[src/rtl/mqtt_rx_packet_deframer_macros.svh]
// Assertion macros shared by the deframer RTL.
`ifndef MQTT_RX_PACKET_DEFRAMER_MACROS_SVH
`define MQTT_RX_PACKET_DEFRAMER_MACROS_SVH

// Same-cycle implication, disabled during reset.
`define MRD_ASSERT_IMP(lbl, clk, rst, ante, cons, msg) \
   lbl: assert property (@(posedge clk) disable iff (rst) (ante) |-> (cons)) else $error(msg);

// Next-cycle implication, disabled during reset.
`define MRD_ASSERT_NXT(lbl, clk, rst, ante, cons, msg) \
   lbl: assert property (@(posedge clk) disable iff (rst) (ante) |=> (cons)) else $error(msg);

`endif

[src/rtl/mqttrx_pkg.sv]
// Types, codes and helpers for the MQTT receive deframer.
package mqttrx_pkg;

   localparam int LEN_W     = 28;
   localparam int TOPIC_W   = 16;
   localparam int BYTE_W    = 8;

   localparam logic [2:0] HDR_LAST = 3'd4;

   typedef enum logic [1:0] {
      KIND_HEADER  = 2'd0,
      KIND_BODY    = 2'd1,
      KIND_DISCARD = 2'd2
   } byte_kind_type;

   typedef enum logic [2:0] {
      PT_CONNACK     = 3'd0,
      PT_PUBLISH     = 3'd1,
      PT_PUBACK      = 3'd2,
      PT_SUBACK      = 3'd3,
      PT_UNSUBACK    = 3'd4,
      PT_PINGRESP    = 3'd5,
      PT_UNSUPPORTED = 3'd6
   } packet_type_type;

   typedef enum logic [2:0] {
      ROLE_TOPIC_LEN = 3'd0,
      ROLE_TOPIC     = 3'd1,
      ROLE_PKT_ID    = 3'd2,
      ROLE_DATA      = 3'd3,
      ROLE_OTHER     = 3'd4
   } body_role_type;

   // Command nibbles (byte bits 7..4)
   localparam logic [3:0] CMD_CONNACK  = 4'h2;
   localparam logic [3:0] CMD_PUBLISH  = 4'h3;
   localparam logic [3:0] CMD_PUBACK   = 4'h4;
   localparam logic [3:0] CMD_SUBACK   = 4'h9;
   localparam logic [3:0] CMD_UNSUBACK = 4'hB;
   localparam logic [3:0] CMD_PINGRESP = 4'hD;

   localparam logic [1:0] QOS_ONE = 2'd1;

   function automatic packet_type_type classify(input logic [BYTE_W-1:0] cmd);
      packet_type_type pt;
      case (cmd[7:4])
         CMD_CONNACK:  pt = PT_CONNACK;
         CMD_PUBLISH:  pt = PT_PUBLISH;
         CMD_PUBACK:   pt = PT_PUBACK;
         CMD_SUBACK:   pt = PT_SUBACK;
         CMD_UNSUBACK: pt = PT_UNSUBACK;
         CMD_PINGRESP: pt = PT_PINGRESP;
         default:      pt = PT_UNSUPPORTED;
      endcase
      return pt;
   endfunction

endpackage

[src/rtl/mqtt_rx_packet_deframer.sv]
// MQTT receive deframer: fixed header decode and body byte tagging.
//
// Usage: one received byte enters per request on the req_ channel
// (req_valid / req_stall / req_rx_byte). Every byte yields exactly one
// result on the rsp_ channel: its kind (header, body, discarded header),
// packet type and QoS of the command byte held, its role inside a PUBLISH
// body, end-of-packet flag, the decoded remaining length, topic length,
// packet id and an acknowledge flag at the end of a QoS-1 publish.
// Flow: a byte accepted into the input register moves on into the result
// register (rsp_valid high) once that register is free or drains. Throughput:
// one byte per cycle while rsp_stall is low; the state update is a short
// add/compare path between the input register and the result register.
// Stall: while rsp_stall holds a result, one more byte is still taken into
// the input register; only then does req_stall rise.
// Reset (synchronous, active high) clears both stages and returns the
// framer to hunting for a command byte with all packet registers zero.
// A header whose fourth length byte still has its continuation bit set is
// dropped (kind discard) and the next byte is taken as a command byte.
`include "mqtt_rx_packet_deframer_macros.svh"

module mqtt_rx_packet_deframer (
   input  logic        clock,
   input  logic        reset,
   input  logic        req_valid,
   output logic        req_stall,
   input  logic [7:0]  req_rx_byte,
   output logic        rsp_valid,
   input  logic        rsp_stall,
   output logic [1:0]  rsp_byte_kind,
   output logic [2:0]  rsp_packet_type,
   output logic [1:0]  rsp_qos_level,
   output logic [7:0]  rsp_data_byte,
   output logic [2:0]  rsp_body_role,
   output logic        rsp_packet_end,
   output logic [27:0] rsp_body_length,
   output logic [15:0] rsp_topic_length,
   output logic [15:0] rsp_packet_id,
   output logic        rsp_ack_request
);

   localparam int LW = mqttrx_pkg::LEN_W;
   localparam int TW = mqttrx_pkg::TOPIC_W;
   localparam int BW = mqttrx_pkg::BYTE_W;

   // Handshake / stage control
   logic          s1_valid_ff, s1_valid_in;
   logic [BW-1:0] s1_byte_ff;
   logic          out_valid_ff, out_valid_in;
   logic          req_take, advance;

   // Framer state
   logic          in_body_ff, in_body_in;
   logic [2:0]    hdr_cnt_ff, hdr_cnt_in;
   logic [BW-1:0] cmd_ff, cmd_in;
   logic [LW-1:0] len_ff, len_in;
   logic [LW-1:0] body_cnt_ff, body_cnt_in;
   logic [TW-1:0] topic_len_ff, topic_len_in;
   logic [TW-1:0] pid_ff, pid_in;

   // Result of the current byte
   mqttrx_pkg::byte_kind_type   kind;
   mqttrx_pkg::body_role_type   role;
   mqttrx_pkg::packet_type_type ptype;
   logic                        pkt_end;
   logic                        ack;
   logic [LW-1:0]               len_part;
   logic [LW-1:0]               len_acc;
   logic [LW-1:0]               topic_end;
   logic [LW-1:0]               pid_end;

   // Result register
   mqttrx_pkg::byte_kind_type   kind_ff;
   mqttrx_pkg::body_role_type   role_ff;
   mqttrx_pkg::packet_type_type ptype_ff;
   logic [1:0]    qos_ff;
   logic [BW-1:0] data_ff;
   logic          end_ff, ack_ff;
   logic [LW-1:0] out_len_ff;
   logic [TW-1:0] out_topic_ff, out_pid_ff;

   // ---------------------------------------------------------------
   // Handshake: the result register drains when not stalled; the input
   // register advances whenever the result register can take a new value.
   // ---------------------------------------------------------------
   assign advance     = s1_valid_ff && (!out_valid_ff || !rsp_stall);
   assign req_stall   = s1_valid_ff && !advance;
   assign req_take    = req_valid && !req_stall;
   assign s1_valid_in = req_take ? 1'b1 : (advance ? 1'b0 : s1_valid_ff);
   assign out_valid_in = advance ? 1'b1 : ((out_valid_ff && !rsp_stall) ? 1'b0 : out_valid_ff);

   // Place the 7-bit length group of this header byte by its position.
   always_comb begin
      case (hdr_cnt_ff)
         3'd1:    len_part = {21'd0, s1_byte_ff[6:0]};
         3'd2:    len_part = {14'd0, s1_byte_ff[6:0], 7'd0};
         3'd3:    len_part = {7'd0, s1_byte_ff[6:0], 14'd0};
         default: len_part = {s1_byte_ff[6:0], 21'd0};
      endcase
   end

   assign len_acc   = len_ff | len_part;
   assign topic_end = {{(LW-TW){1'b0}}, topic_len_ff} + LW'(2);
   assign pid_end   = {{(LW-TW){1'b0}}, topic_len_ff} + LW'(4);

   // ---------------------------------------------------------------
   // Framer next state and per-byte result.
   // ---------------------------------------------------------------
   always_comb begin
      in_body_in   = in_body_ff;
      hdr_cnt_in   = hdr_cnt_ff;
      cmd_in       = cmd_ff;
      len_in       = len_ff;
      body_cnt_in  = body_cnt_ff;
      topic_len_in = topic_len_ff;
      pid_in       = pid_ff;
      kind         = mqttrx_pkg::KIND_HEADER;
      role         = mqttrx_pkg::ROLE_TOPIC_LEN;
      pkt_end      = 1'b0;

      if (!in_body_ff) begin
         if (hdr_cnt_ff == 3'd0) begin
            // Command byte: open a new packet
            cmd_in       = s1_byte_ff;
            hdr_cnt_in   = 3'd1;
            len_in       = '0;
            body_cnt_in  = '0;
            topic_len_in = '0;
            pid_in       = '0;
         end else if (hdr_cnt_ff > mqttrx_pkg::HDR_LAST) begin
            kind       = mqttrx_pkg::KIND_DISCARD;
            hdr_cnt_in = 3'd0;
            len_in     = '0;
         end else begin
            len_in = len_acc;
            if (!s1_byte_ff[7]) begin
               // Last length byte: empty packets end here
               hdr_cnt_in = 3'd0;
               if (len_acc == '0) begin
                  pkt_end = 1'b1;
               end else begin
                  in_body_in  = 1'b1;
                  body_cnt_in = '0;
               end
            end else if (hdr_cnt_ff == mqttrx_pkg::HDR_LAST) begin
               // Length still continues after four bytes: drop the header
               kind       = mqttrx_pkg::KIND_DISCARD;
               hdr_cnt_in = 3'd0;
               len_in     = '0;
            end else begin
               hdr_cnt_in = hdr_cnt_ff + 3'd1;
            end
         end
      end else begin
         kind = mqttrx_pkg::KIND_BODY;
         if (mqttrx_pkg::classify(cmd_ff) != mqttrx_pkg::PT_PUBLISH) begin
            role = mqttrx_pkg::ROLE_OTHER;
         end else if (body_cnt_ff < LW'(2)) begin
            role = mqttrx_pkg::ROLE_TOPIC_LEN;
            if (body_cnt_ff == '0) begin
               topic_len_in = {s1_byte_ff, topic_len_ff[7:0]};
            end else begin
               topic_len_in = {topic_len_ff[15:8], s1_byte_ff};
            end
         end else if (body_cnt_ff < topic_end) begin
            role = mqttrx_pkg::ROLE_TOPIC;
         end else if (cmd_ff[2:1] == mqttrx_pkg::QOS_ONE && body_cnt_ff < pid_end) begin
            role = mqttrx_pkg::ROLE_PKT_ID;
            if (body_cnt_ff == topic_end) begin
               pid_in = {s1_byte_ff, pid_ff[7:0]};
            end else begin
               pid_in = {pid_ff[15:8], s1_byte_ff};
            end
         end else begin
            role = mqttrx_pkg::ROLE_DATA;
         end
         body_cnt_in = body_cnt_ff + LW'(1);
         if (body_cnt_in == len_ff) begin
            pkt_end    = 1'b1;
            in_body_in = 1'b0;
            hdr_cnt_in = 3'd0;
         end
      end
   end

   assign ptype = mqttrx_pkg::classify(cmd_in);
   assign ack   = pkt_end && ptype == mqttrx_pkg::PT_PUBLISH
                  && cmd_in[2:1] == mqttrx_pkg::QOS_ONE;

   // Control registers
   always_ff @(posedge clock) begin
      if (reset) begin
         s1_valid_ff  <= 1'b0;
         out_valid_ff <= 1'b0;
         in_body_ff   <= 1'b0;
         hdr_cnt_ff   <= 3'd0;
         cmd_ff       <= '0;
         len_ff       <= '0;
         body_cnt_ff  <= '0;
         topic_len_ff <= '0;
         pid_ff       <= '0;
      end else begin
         s1_valid_ff  <= s1_valid_in;
         out_valid_ff <= out_valid_in;
         if (advance) begin
            in_body_ff   <= in_body_in;
            hdr_cnt_ff   <= hdr_cnt_in;
            cmd_ff       <= cmd_in;
            len_ff       <= len_in;
            body_cnt_ff  <= body_cnt_in;
            topic_len_ff <= topic_len_in;
            pid_ff       <= pid_in;
         end
      end
   end

   // Payload registers: load the input byte on accept, the result on advance
   always_ff @(posedge clock) begin
      if (req_take) begin
         s1_byte_ff <= req_rx_byte;
      end
      if (advance) begin
         kind_ff      <= kind;
         role_ff      <= role;
         ptype_ff     <= ptype;
         qos_ff       <= cmd_in[2:1];
         data_ff      <= s1_byte_ff;
         end_ff       <= pkt_end;
         ack_ff       <= ack;
         out_len_ff   <= len_in;
         out_topic_ff <= topic_len_in;
         out_pid_ff   <= pid_in;
      end
   end

   assign rsp_valid        = out_valid_ff;
   assign rsp_byte_kind    = kind_ff;
   assign rsp_packet_type  = ptype_ff;
   assign rsp_qos_level    = qos_ff;
   assign rsp_data_byte    = data_ff;
   assign rsp_body_role    = role_ff;
   assign rsp_packet_end   = end_ff;
   assign rsp_body_length  = out_len_ff;
   assign rsp_topic_length = out_topic_ff;
   assign rsp_packet_id    = out_pid_ff;
   assign rsp_ack_request  = ack_ff;

   // ---------------------------------------------------------------
   // Assertions
   // ---------------------------------------------------------------
   `MRD_ASSERT_IMP(a_ack_at_publish_end, clock, reset,
      out_valid_ff && ack_ff,
      end_ff && ptype_ff == mqttrx_pkg::PT_PUBLISH && qos_ff == mqttrx_pkg::QOS_ONE,
      "acknowledge request outside the end of a QoS-1 publish")
   `MRD_ASSERT_IMP(a_discard_no_end, clock, reset,
      out_valid_ff && kind_ff == mqttrx_pkg::KIND_DISCARD,
      !end_ff && !in_body_ff,
      "discarded header reported a packet end")
   `MRD_ASSERT_NXT(a_input_reg_hold, clock, reset,
      s1_valid_ff && !advance,
      s1_valid_ff && $stable(s1_byte_ff) && $stable(cmd_ff),
      "held input byte or framer state changed while blocked")

endmodule

[config.mk]
export PLATFORM = sky130hd
export DESIGN_NAME = mqtt_rx_packet_deframer
export DESIGN_NICKNAME = d
export VERILOG_FILES = /design/src/rtl/mqttrx_pkg.sv /design/src/rtl/mqtt_rx_packet_deframer.sv
export VERILOG_INCLUDE_DIRS = /design/src /design/src/rtl
export SDC_FILE = /design/constraint.sdc
export NUM_CORES = 1
export LEC_CHECK = 0
export BUFFER_PORTS_ARGS = -buffer_cell sky130_fd_sc_hd__buf_2
export CAP_MARGIN = 20
export CORE_ASPECT_RATIO = 2
export CORE_MARGIN = 2
export CORE_UTILIZATION = 38
export CTS_BUF_LIST = sky130_fd_sc_hd__clkbuf_8 sky130_fd_sc_hd__clkbuf_16
export DETAILED_ROUTE_END_ITERATION = 7
export PLACE_DENSITY_LB_ADDON = 0.05
export REMOVE_ABC_BUFFERS = 1
export SETUP_SLACK_MARGIN = 0.05
export SYNTH_ARGS = -nofsm -noshare
export SYNTH_HDL_FRONTEND = slang
export SYNTH_SLANG_ARGS = --single-unit
[constraint.sdc]
create_clock -name clock -period 4.4 [get_ports clock]
set_input_delay 0.88 -clock clock [delete_from_list [all_inputs] [get_ports clock]]
set_output_delay 0.88 -clock clock [all_outputs]
set_load 0.005 [all_outputs]
# [Word level (Yosys, flattened, before mapping)]
# Index checks and enable logic that the tools add are counted.
[totals] register_bits=190 latch_bits=0 ram_bits=0 mem_bits_ro=0 word_cells=141 n_memories=0
[op_classes] addsub=4 n_mul=0 n_div=0 order_cmp=4 n_eq_ne=26 shift=0 muxes=58 bitwise=2 reduce_logical=23
[ops] op="28-bit 2-to-1 mux" n=10
[ops] op="16-bit 2-to-1 mux" n=12
[ops] op="28-bit case mux with 3 select lines" n=1
[ops] op="28-bit logical NOT" n=2
[ops] op="28-bit by 17-bit less-than comparator with 1-bit output" n=2
[ops] op="3-bit case mux with 6 select lines" n=2
[ops] op="28-bit by 1-bit adder with 28-bit output (second input constant)" n=1
[ops] op="28-bit by 17-bit equality test with 1-bit output" n=1
[ops] op="28-bit equality test" n=1
[ops] op="28-bit by 2-bit less-than comparator with 1-bit output (second input constant)" n=1
[ops] op="28-bit OR" n=1
[ops] op="4-bit equality test (second input constant)" n=6
[ops] op="3-bit 2-to-1 mux" n=8
[ops] op="1-bit 2-to-1 mux" n=18
[ops] op="16-bit by 2-bit adder with 17-bit output (second input constant)" n=1
[ops] op="16-bit by 3-bit adder with 17-bit output (second input constant)" n=1
[ops] op="4-bit by 2-bit equality test with 1-bit output (second input constant)" n=4
[ops] op="8-bit 2-to-1 mux" n=2
[ops] op="2-bit 2-to-1 mux" n=5
[ops] op="4-bit by 3-bit equality test with 1-bit output (second input constant)" n=2
[ops] op="1-bit logical AND" n=7
[ops] op="3-bit by 1-bit equality test with 1-bit output (second input constant)" n=2
[ops] op="3-bit by 2-bit equality test with 1-bit output (second input constant)" n=2
[ops] op="3-bit by 1-bit inequality test with 1-bit output (second input constant)" n=2
[ops] op="other kinds (17)" n=23

# [Logic depth before layout (Yosys ltp)]
[logic_depth] depth_word=11 depth_mapped=16 mapped_depth_nobuf=14

# [Worst setup path after synthesis]
# Ideal clock, no wire load.
[synth_timing] path_type="register to register" from="register topic_len_ff[5]" to="register pid_ff[8]" setup_ns=0.059 t_arrival_ns=4.042 path_slack_ns=0.299 path_stages_with_launch=17 cell_sequence="dfxtp_1 > clkbuf_1 > nand3_1 > nor4b_1 > nand4_1 > xor2_1 > ha_1 > nand2_1 > or2_2 > nand3b_1 > or3_1 > nor3b_1 > and4_1 > buf_2 > and3_1 > clkbuf_1 > a22o_1"
[synth_via] elab_chain_cells=8 word_cells_on_any_way=12
[synth_rtl] element="start, declared" line_no="mqtt_rx_packet_deframer.sv:57" rtl="logic [TW-1:0] topic_len_ff, topic_len_in;"
[synth_rtl] element="start signal, assigned" line_no="mqtt_rx_packet_deframer.sv:210" rtl="topic_len_ff <= topic_len_in;"
[synth_rtl] element="16-bit by 3-bit adder with 17-bit output or 16-bit by 2-bit adder with 17-bit output (tied branches)" line_no="mqtt_rx_packet_deframer.sv:103, mqtt_rx_packet_deframer.sv:102"
[synth_rtl] element="28-bit by 17-bit less-than comparator with 1-bit output or 28-bit by 17-bit equality test with 1-bit output (tied branches)" line_no="mqtt_rx_packet_deframer.sv:166, mqtt_rx_packet_deframer.sv:168"
[synth_rtl] element="1-bit logical AND or 16-bit 2-to-1 mux (tied branches)" line_no="mqtt_rx_packet_deframer.sv:166, mqtt_rx_packet_deframer.sv:168"
[synth_rtl] element="16-bit 2-to-1 mux" line_no="mqtt_rx_packet_deframer.sv:166" rtl="end else if (cmd_ff[2:1] == mqttrx_pkg::QOS_ONE && body_cnt_ff < pid_end) begin"
[synth_rtl] element="16-bit 2-to-1 mux *" line_no="mqtt_rx_packet_deframer.sv:164" rtl="end else if (body_cnt_ff < topic_end) begin"
[synth_rtl] element="16-bit 2-to-1 mux *" line_no="mqtt_rx_packet_deframer.sv:157" rtl="end else if (body_cnt_ff < LW'(2)) begin"
[synth_rtl] element="16-bit 2-to-1 mux *" line_no="mqtt_rx_packet_deframer.sv:155" rtl="if (mqttrx_pkg::classify(cmd_ff) != mqttrx_pkg::PT_PUBLISH) begin"
[synth_rtl] element="16-bit 2-to-1 mux *" line_no="mqtt_rx_packet_deframer.sv:120" rtl="if (!in_body_ff) begin"
[synth_rtl] element="end signal, assigned" line_no="mqtt_rx_packet_deframer.sv:211" rtl="pid_ff <= pid_in;"
[synth_rtl] element="end, declared" line_no="mqtt_rx_packet_deframer.sv:58" rtl="logic [TW-1:0] pid_ff, pid_in;"
# Mark *: on every way between the ends. The rest lies on a longest branch, timed or not.
# A chain may end at the register's enable or synchronous reset.

# [Final worst setup path]
[layout_timing] from="register topic_len_ff[3]" to="register out_pid_ff[15] (netlist: rsp_packet_id[15]) (data pin)"
[layout_via] elab_chain_cells=8 word_cells_on_any_way=12
[layout_rtl] element="16-bit by 3-bit adder with 17-bit output or 16-bit by 2-bit adder with 17-bit output (tied branches)" line_no="mqtt_rx_packet_deframer.sv:103, mqtt_rx_packet_deframer.sv:102"
[layout_rtl] element="28-bit by 17-bit less-than comparator with 1-bit output or 28-bit by 17-bit equality test with 1-bit output (tied branches)" line_no="mqtt_rx_packet_deframer.sv:166, mqtt_rx_packet_deframer.sv:168"
[layout_rtl] element="1-bit logical AND or 16-bit 2-to-1 mux (tied branches)" line_no="mqtt_rx_packet_deframer.sv:166, mqtt_rx_packet_deframer.sv:168"
[layout_rtl] element="16-bit 2-to-1 mux" line_no="mqtt_rx_packet_deframer.sv:166"
[layout_rtl] element="16-bit 2-to-1 mux *" line_no="mqtt_rx_packet_deframer.sv:164"
[layout_rtl] element="16-bit 2-to-1 mux *" line_no="mqtt_rx_packet_deframer.sv:157"
[layout_rtl] element="16-bit 2-to-1 mux *" line_no="mqtt_rx_packet_deframer.sv:155"
[layout_rtl] element="16-bit 2-to-1 mux *" line_no="mqtt_rx_packet_deframer.sv:120"
[layout_rtl] element="via pid_in[15]" line_no="mqtt_rx_packet_deframer.sv:58"
[layout_rtl] element="end signal, assigned" line_no="mqtt_rx_packet_deframer.sv:231" rtl="out_pid_ff <= pid_in;"
[layout_rtl] element="end, declared" line_no="mqtt_rx_packet_deframer.sv:79" rtl="logic [TW-1:0] out_topic_ff, out_pid_ff;"
# The timed path passes the listed nets; every way through them passes the cells marked *.

==> results.md <==
- Critical Path RT: 4.60 ns
- Clock period minus worst slack: 4.009 ns
- Post-synth top area share: 26.18%
- Setup tns final: 0 ns
- CP startpoint kind: flop
- Mapped Cells: 1081
- Leakage power: 4.232 nW
- Worst-Margin Slew: 1.053 ns
- RSZ-0062 raised after global routing: no
- Clock tree sinks: 188
- Yosys reg bits: 188
- Tot Pwr: 3.714 mW
- Die area: 27960 µm²
- Drt pass-1 iters: 5
- Via count: 8571
- Clk Latency, worst-skew pair: 0.46 ns
- Nets: 1204
- Period utilisation layout: 91.11%
- DRC Markers: 0
- Final setup viols: 0
- Max Cap Viol: 0
- Ranking of synthesized cells by area: edfxtp_1 26%, dfxtp_1 20%, nand2_1 6.2%
- Worst path arrival time: 4.21 ns
- Mean routed wirelength per cell: 21.95 µm
- Total grt overflow: 0
- Die height: 234.5 µm
- Post-synthesis sequential area ratio: 46.01%
- Inserted Clock Buffers: 17
- EDFF count, synth: 88
- Worst hold path type: flop to flop
- Critical path's slowest cell: dfxtp_1
- Syn_area_per_cell: 9.337 µm²
- Largest net degree at the start of global routing: 78
- Routed Antenna Nets: 0
- Critical path's largest stage delay: 0.43 ns
- Maximum vdd drop: 0.1975 mV
- DP Wirelength: 23570 µm
- Post-Synthesis Cell Area: 10090 µm²
- Count leader, synth: nand2_1
- Vias per std cell: 5.687
- Rel. slew slack: 29.62%
- Max Clock Freq: 249.5 MHz
- Num ports: 94
- Layout cells sized above 1: 16.08%
- Crit-path max FO: 10
- Count of cell types in the netlist: 75
- Ys flop type: dfxtp_1
- Initial antenna violation count: 0
- P&R area growth vs syn: 14.53%
- Power per cell area: 321.3 nW/µm²
- GRT Total Usage: 23.80%
- Vias in the first global route: 8096
- Crit path buf inv count: 2
- Status: finished, final reports clean
- Final hold viol count: 0
- Root buf cell: clkbuf_16
- Ys Warns: 0
- Slew Limit Fails: 0
- Multi-input logic area: 5024 µm²
- CTS tree: yes
- Post-Route Utilization: 44.17%
- CP endpoint kind: flop
- H-tree depth: 4
- CP Cell Sequence: ha_1 -> nand2_1 -> nor4b_1 -> buf_4 -> nand4_1 -> xor2_1 -> ha_1 -> nand2_1 -> or2_2 -> nand3b_1 -> or3_1 -> nor3b_1 -> and4_1 -> buf_4 -> o21bai_1 -> a32o_1
- Clock slew at reported path FFs: 0.07 ns
- Die width: 119.2 µm
- GPL Wtd Cong: 0.8796
- Post-Route Skew: 0.01266 ns
- Synth top cells by count: 166 x nand2_1, 100 x dfxtp_1, 88 x edfxtp_1, 69 x nor2_1, 61 x clkbuf_1
- Max Root-Sink Buffers: 2
- Largest area contributor in the netlist: edfxtp_1
- FF/Latch Area: 4646 µm²
- Crit Path Class: flop to flop
- Routed WL: 33080 µm
- Filler instances: 2523
- Initial detailed-routing violation count: 657
- Initial Util: 38.57%
- Row Count: 84
- Placed cell area: 10970 µm²
- Final antenna diode count: 0
- CP delay by family, top: simple AND/OR/NAND/NOR gates
- Fraction of registers with async set/reset: 0%
- Global-route wire length before repair: 49500 µm
- Design area: 11560 µm²
- Input/output buffers: 93
- Core area: 26170 µm²
## placed cells by master, fill, tap and decap left out, types with 4 or more instances in the layout
cell / instances
a211oi_1: 10
a21o_1: 6
a21oi_1: 56
a22o_1: 43
a22oi_1: 16
a311oi_1: 21
a31oi_1: 13
a41oi_1: 4
and2_1: 4
and3_1: 19
and4_1: 4
buf_2: 93
buf_4: 41
clkbuf_16: 17
dfxtp_1: 99
edfxtp_1: 88
ha_1: 42
inv_1: 18
mux2i_1: 12
nand2_1: 166
nand2b_1: 4
nand3_1: 43
nand3b_1: 5
nand4_1: 24
nor2_1: 68
nor2b_1: 7
nor3_1: 22
nor4_1: 19
o211ai_1: 9
o21a_1: 5
o21ai_0: 33
o21ai_1: 12
or3_1: 6
or4_1: 4
xnor2_1: 38
xor2_1: 27
## report_power, final
group / internal, mW / leakage [nW] / switching (mW) / total [mW]
clock network: 0.855 / 0.288 / 0.722 / 1.58
logic: 0.0680 / 2.29 / 0.179 / 0.247
registers: 1.87 / 1.66 / 0.0205 / 1.89
total: 2.79 / 4.23 / 0.921 / 3.71
## metrics by stage
step	hold WS (ns)	worst slack (ns)	instances
floorplan	0.4490	0.3133	996
global placement	0.4687	0.4757	1474
detailed placement	0.4711	0.3794	1475
CTS	0.4872	0.3548	1507
global route	0.5208	0.1011	1507
finish	0.4940	0.3912	1507
## logic make-up after synthesis
| kind of cell | after synthesis | share of synthesized area, % |
|---|---|---|
| flops | 188 | 46.01 |
| simple gates | 419 | 20.42 |
| mux | 12 | 1.190 |
| xor+xnor | 65 | 5.640 |
| buf+inv | 104 | 4.277 |
| fa+ha+maj | 43 | 5.306 |
| compound gates | 250 | 17.16 |
## layout make-up
cell class                      instances  area share [%]
Sequential cell                       188           40.19
Inverter                               19          0.6386
Clock buffer                           18           3.799
Timing Repair Buffer                  135           6.927
Tap cell                              344           3.723
Multi-Input combinational cell        789           43.46
Clock inverter                         14           1.266
## sequential cells by signal (all words and copies together) (netlist names)
register,count
body_cnt_ff,28
cmd_ff,6
hdr_cnt_ff,3
in_body_ff,1
len_ff,28
pid_ff,16
rsp_ack_request,1
rsp_body_length,28
rsp_body_role,3
rsp_byte_kind,2
rsp_data_byte,8
rsp_packet_end,1
rsp_packet_id,16
rsp_packet_type,3
rsp_qos_level,2
rsp_topic_length,16
rsp_valid,1
s1_byte_ff,8
s1_valid_ff,1
topic_len_ff,16
## timing repair
item | in CTS | in global routing
gates resized for setup | 0 | 1
setup buffers | 0 | 0
setup endpoints to repair | 0 | 3
endpoints found under the hold margin | 0 | 0
hold buffers | 0 | 0
## final timing paths
kind	from	to	slack (ns)	depth (start not counted)
setup / recovery	topic_len_ff[3]$_SDFFE_PP0P_	rsp_packet_id[15]$_DFFE_PP_	0.39	16
hold / removal	pid_ff[11]$_SDFFE_PP0P_	pid_ff[11]$_SDFFE_PP0P_	0.49	1
setup reg to reg	topic_len_ff[3]$_SDFFE_PP0P_	rsp_packet_id[15]$_DFFE_PP_	0.39	16
hold reg to reg	pid_ff[11]$_SDFFE_PP0P_	pid_ff[11]$_SDFFE_PP0P_	0.49	1
## routing by layer
| metal | global-route usage (%) | wire, µm |
|---|---|---|
| met1 | 27.47 | 13300 |
| met2 | 43.32 | 17560 |
| met3 | 3.416 | 1028 |
| met4 | 10.71 | 1202 |
| met5 | 0 | 0 |
No activity file was read; power rests on OpenSTA's default activity.
